## src/rtl/core/ira_pkg.sv

```systemverilog
`timescale 1ns / 1ps

package ira_pkg;

    // Default number of rooms that can be opened.
    localparam int MAX_ROOMS_DEF = 256;

    // Fixed field widths of the item and result channels.
    localparam int TIME_W  = 32;
    localparam int INDEX_W = 16;
    localparam int ROOM_W  = 9;

    // Commands from the controller to the datapath.
    typedef struct packed {
        logic load;    // latch the accepted item and restart the scan
        logic issue;   // read the next room end time
        logic commit;  // decide, update the room table and load the result
    } ira_cmd_t;

    // Status from the datapath to the controller.
    typedef struct packed {
        logic count_zero;  // no room is open yet
        logic scan_last;   // the current read address is the last open room
        logic out_free;    // the result register can take a new result now
    } ira_sts_t;

endpackage

```

## src/rtl/core/ira_ctrl.sv

```systemverilog
`timescale 1ns / 1ps

module ira_ctrl
    import ira_pkg::*;
(
    input  logic     clk,
    input  logic     rst_n,
    input  logic     in_valid,
    output logic     in_stall,
    input  ira_sts_t sts,
    output ira_cmd_t cmd
);

    typedef enum logic [1:0] {
        ST_IDLE,
        ST_SCAN,
        ST_DRAIN,
        ST_DECIDE
    } state_t;

    state_t state_reg;
    state_t state_next;

    always_comb
    begin
        state_next = state_reg;
        cmd        = '0;
        in_stall   = 1'b1;
        case (state_reg)
            ST_IDLE:
            begin
                in_stall = 1'b0;
                if (in_valid)
                begin
                    cmd.load = 1'b1;
                    if (sts.count_zero)
                    begin
                        state_next = ST_DECIDE;
                    end
                    else
                    begin
                        state_next = ST_SCAN;
                    end
                end
            end
            ST_SCAN:
            begin
                cmd.issue = 1'b1;
                if (sts.scan_last)
                begin
                    state_next = ST_DRAIN;
                end
            end
            ST_DRAIN:
            begin
                // The last read data is compared in this cycle.
                state_next = ST_DECIDE;
            end
            ST_DECIDE:
            begin
                if (sts.out_free)
                begin
                    cmd.commit = 1'b1;
                    state_next = ST_IDLE;
                end
            end
            default:
            begin
                state_next = ST_IDLE;
            end
        endcase
    end

    always_ff @(posedge clk or negedge rst_n)
    begin
        if (!rst_n)
        begin
            state_reg <= ST_IDLE;
        end
        else
        begin
            state_reg <= state_next;
        end
    end

endmodule

```

## config.mk

```make
export PLATFORM = sky130hd
export DESIGN_NAME = ira_ctrl
export DESIGN_NICKNAME = d
export VERILOG_FILES = /design/src/rtl/core/ira_pkg.sv /design/src/rtl/core/ira_ctrl.sv
export SDC_FILE = /design/constraint.sdc
export NUM_CORES = 1
export LEC_CHECK = 0
export BUFFER_PORTS_ARGS = -buffer_cell sky130_fd_sc_hd__buf_2
export CAP_MARGIN = 5
export CELL_PAD_IN_SITES_DETAIL_PLACEMENT = 2
export CELL_PAD_IN_SITES_GLOBAL_PLACEMENT = 2
export CORE_AREA = 3 3 40 42
export DETAILED_ROUTE_END_ITERATION = 10
export DIE_AREA = 0 0 43 45
export GPL_TIMING_DRIVEN = 1
export PLACE_DENSITY = 0.55
export SLEW_MARGIN = 25
export SYNTH_ARGS = -nofsm -noshare
export SYNTH_HDL_FRONTEND = slang
export SYNTH_SLANG_ARGS = --single-unit
```

## constraint.sdc

```tcl
create_clock -name clk -period 1.7 [get_ports clk]
set_input_delay 0.425 -clock clk [delete_from_list [all_inputs] [get_ports clk]]
set_output_delay 0.425 -clock clk [all_outputs]
set_load 0.02 [all_outputs]
```

==> results.cfg <==
[route]
dr_wl_met3_microns = 59
drtIter0Drc = 5
drc = 0
firstDrtPassIters = 4
route.met2.wl_microns = 255
viasPerCell = 3.82
top_layer = met3
route.vias.total = 195
m1WireLength_microns = 190
wl_microns = 505
wl_per_cell_microns = 9.90
ant_nets = 0

[die]
die_height_microns = 45
core_sq_um = 1280
start_util_pct = 14.8
fp.dieW_microns = 43
ioPinCount = 10
die-area_sq_um = 1940
row_count = 13

[sta]
final_max_slew_viol_count = 0
worst_pin_slew_ns = 0.514
fmax_mhz = 630
fin_hold_ws_ns = 0.515
finalSetupViolCount = 0
hold_violations = 0
clock_skew_ns = 0.00371
finalSetupTns_ns = 0
period_minus_slack_ns = 1.59
min_period_over_period_pct = 93.3
fin_ws_ns = 0.114
grt_setup_unrepaired = false
relSlewSlack_pct = 65.7

[cts]
cts_buffers = 3
root_buffer = clkbuf_4
cts_tree = built
clock-sinks = 2
cts_max_path_buffers = 2
cts.clk_slew.worst_paths_ns = 0.03
clock_latency_ns = 0.22
htree_levels = 1

[flow_run]
maxCapViolCount = 0

[worst_setup_path]
path_class = flip-flop to primary output
rrSetupSlack_ns = 0.23
crit_arrival_ns = 1.16
r2r_end = state_reg[0]$_DFFE_PN0P_
ff2ff_path_depth = 4
end_kind = primary output
worstPathMaxFanout = 3
reg2reg_from = state_reg[1]$_DFFE_PN0P_
worstSetupStartpointType = flip-flop
crit_required_ns = 1.27

[finish]
fin_nets = 49
utilization_pct = 25.4
largest_reg_flops = 2
syn_to_final_growth_pct = 71.7
drive_gt1_share_pct = 55.6
diodes = 0

[logic_synthesis]
yosysWarnings = 0
synth_seq_cells = 2
synth.distinct_cells = 7
seq_area_frac_synth_pct = 26.3
syn_avg_cell_area_sq_um = 9.51
syn_nets = 31
syn_inst = 20
syn_area_sq_um = 190

[power]
total_power_uw = 601
power-per-cell-area_nw_per_um2 = 1840
leakage_uw = 0.000188
ir_drop_uv = 492

[grt]
antenna_found_initial = 0
grt_pass1_wl_microns = 869
gr-total-overflow = 0
grt_max_degree = 5
grt_pass1_vias = 200
track_usage_pct = 6.75

[placed_design]
dp_hpwl_microns = 463
dp_slack_ns = 0.155
place.gp.congestion = 0.713
port_buffers = 9

[status]
status = completed

[min_path]
hp-class = input port to asynchronous set/reset pin
how the worst max path moves through the flow:
stage                                     endpoint                      from  depth (start not counted)
after floorplan                             cmd[2]  state_reg[0]$_DFFE_PN0P_                          4
after global placement    state_reg[0]$_DFFE_PN0P_  state_reg[1]$_DFFE_PN0P_                          4
after detailed placement                    cmd[2]  state_reg[1]$_DFFE_PN0P_                          5
after CTS                                   cmd[2]  state_reg[1]$_DFFE_PN0P_                          5
after global routing                        cmd[0]  state_reg[0]$_DFFE_PN0P_                          3
final                                       cmd[0]  state_reg[0]$_DFFE_PN0P_                          3
layout make-up:
class	instances	area (sq um)
Inverter	6	22.5
Timing Repair Buffer	13	80.1
Multi-Input combinational cell	12	133
Clock buffer	3	22.5
Sequential cell	2	50.0
Tap cell	15	18.8
Fill cell	153	958
worst max-delay path, cell delays in order, from the launching register on:
cell     delay, ns
dfrtp_1       0.40
ha_1          0.22
and2_2        0.17
buf_2         0.15
synth_stat cells:
library cell  n  area share [%]
a222oi_1      1             5.3
dfrtp_1       2              26
inv_1         6              12
ha_1          5              33
nor2_1        2             3.9
and2_2        1             3.9
mux2i_1       3              16
power breakdown:
| group | leakage [uW] | internal, uW | switching, uW |
|---|---|---|---|
| Clock | 0.0000138 | 77.8 | 26.9 |
| Combinational | 0.000151 | 191 | 205 |
| Sequential | 0.0000235 | 75.7 | 24.7 |
| Total | 0.000188 | 345 | 256 |
kinds of logic after synthesis:
kind of cell,synth area share (%)
compound gates,5.26
fa+ha+maj,32.9
buf+inv,11.8
flops,26.3
mux,15.8
simple gates,7.90
layer usage:
metal	up-vias	global-route usage [%]
met2	10	10.8
met1	91	5.80
li1	94	-
met4	0	3.61
met5	-	0
met3	0	5.98
through the flow:
step	instances	instance area, sq um
CTS	48	294
floorplan	20	190
global route	51	327
global placement	44	254
detailed placement	44	254
finish	51	327
layout by cell type, fill, tap and decap left out, drive strengths merged:
cell | synthesis | final
and2 | 1 | 1
dlygate4sd3 | 0 | 1
buf | 0 | 12
dfrtp | 2 | 2
nor2 | 2 | 2
a222oi | 1 | 1
ha | 5 | 5
mux2i | 3 | 3
clkbuf | 0 | 3
inv | 6 | 6
what timing repair did:
action,in CTS,in global routing
endpoints found under the hold margin,2,0
pin swaps,0,0
resized for setup,5,1
setup buffers,0,3
hold buffers,1,0
setup endpoints to repair,1,1
gates cloned,0,0
Note: power is estimated with default switching activity, not from simulation.
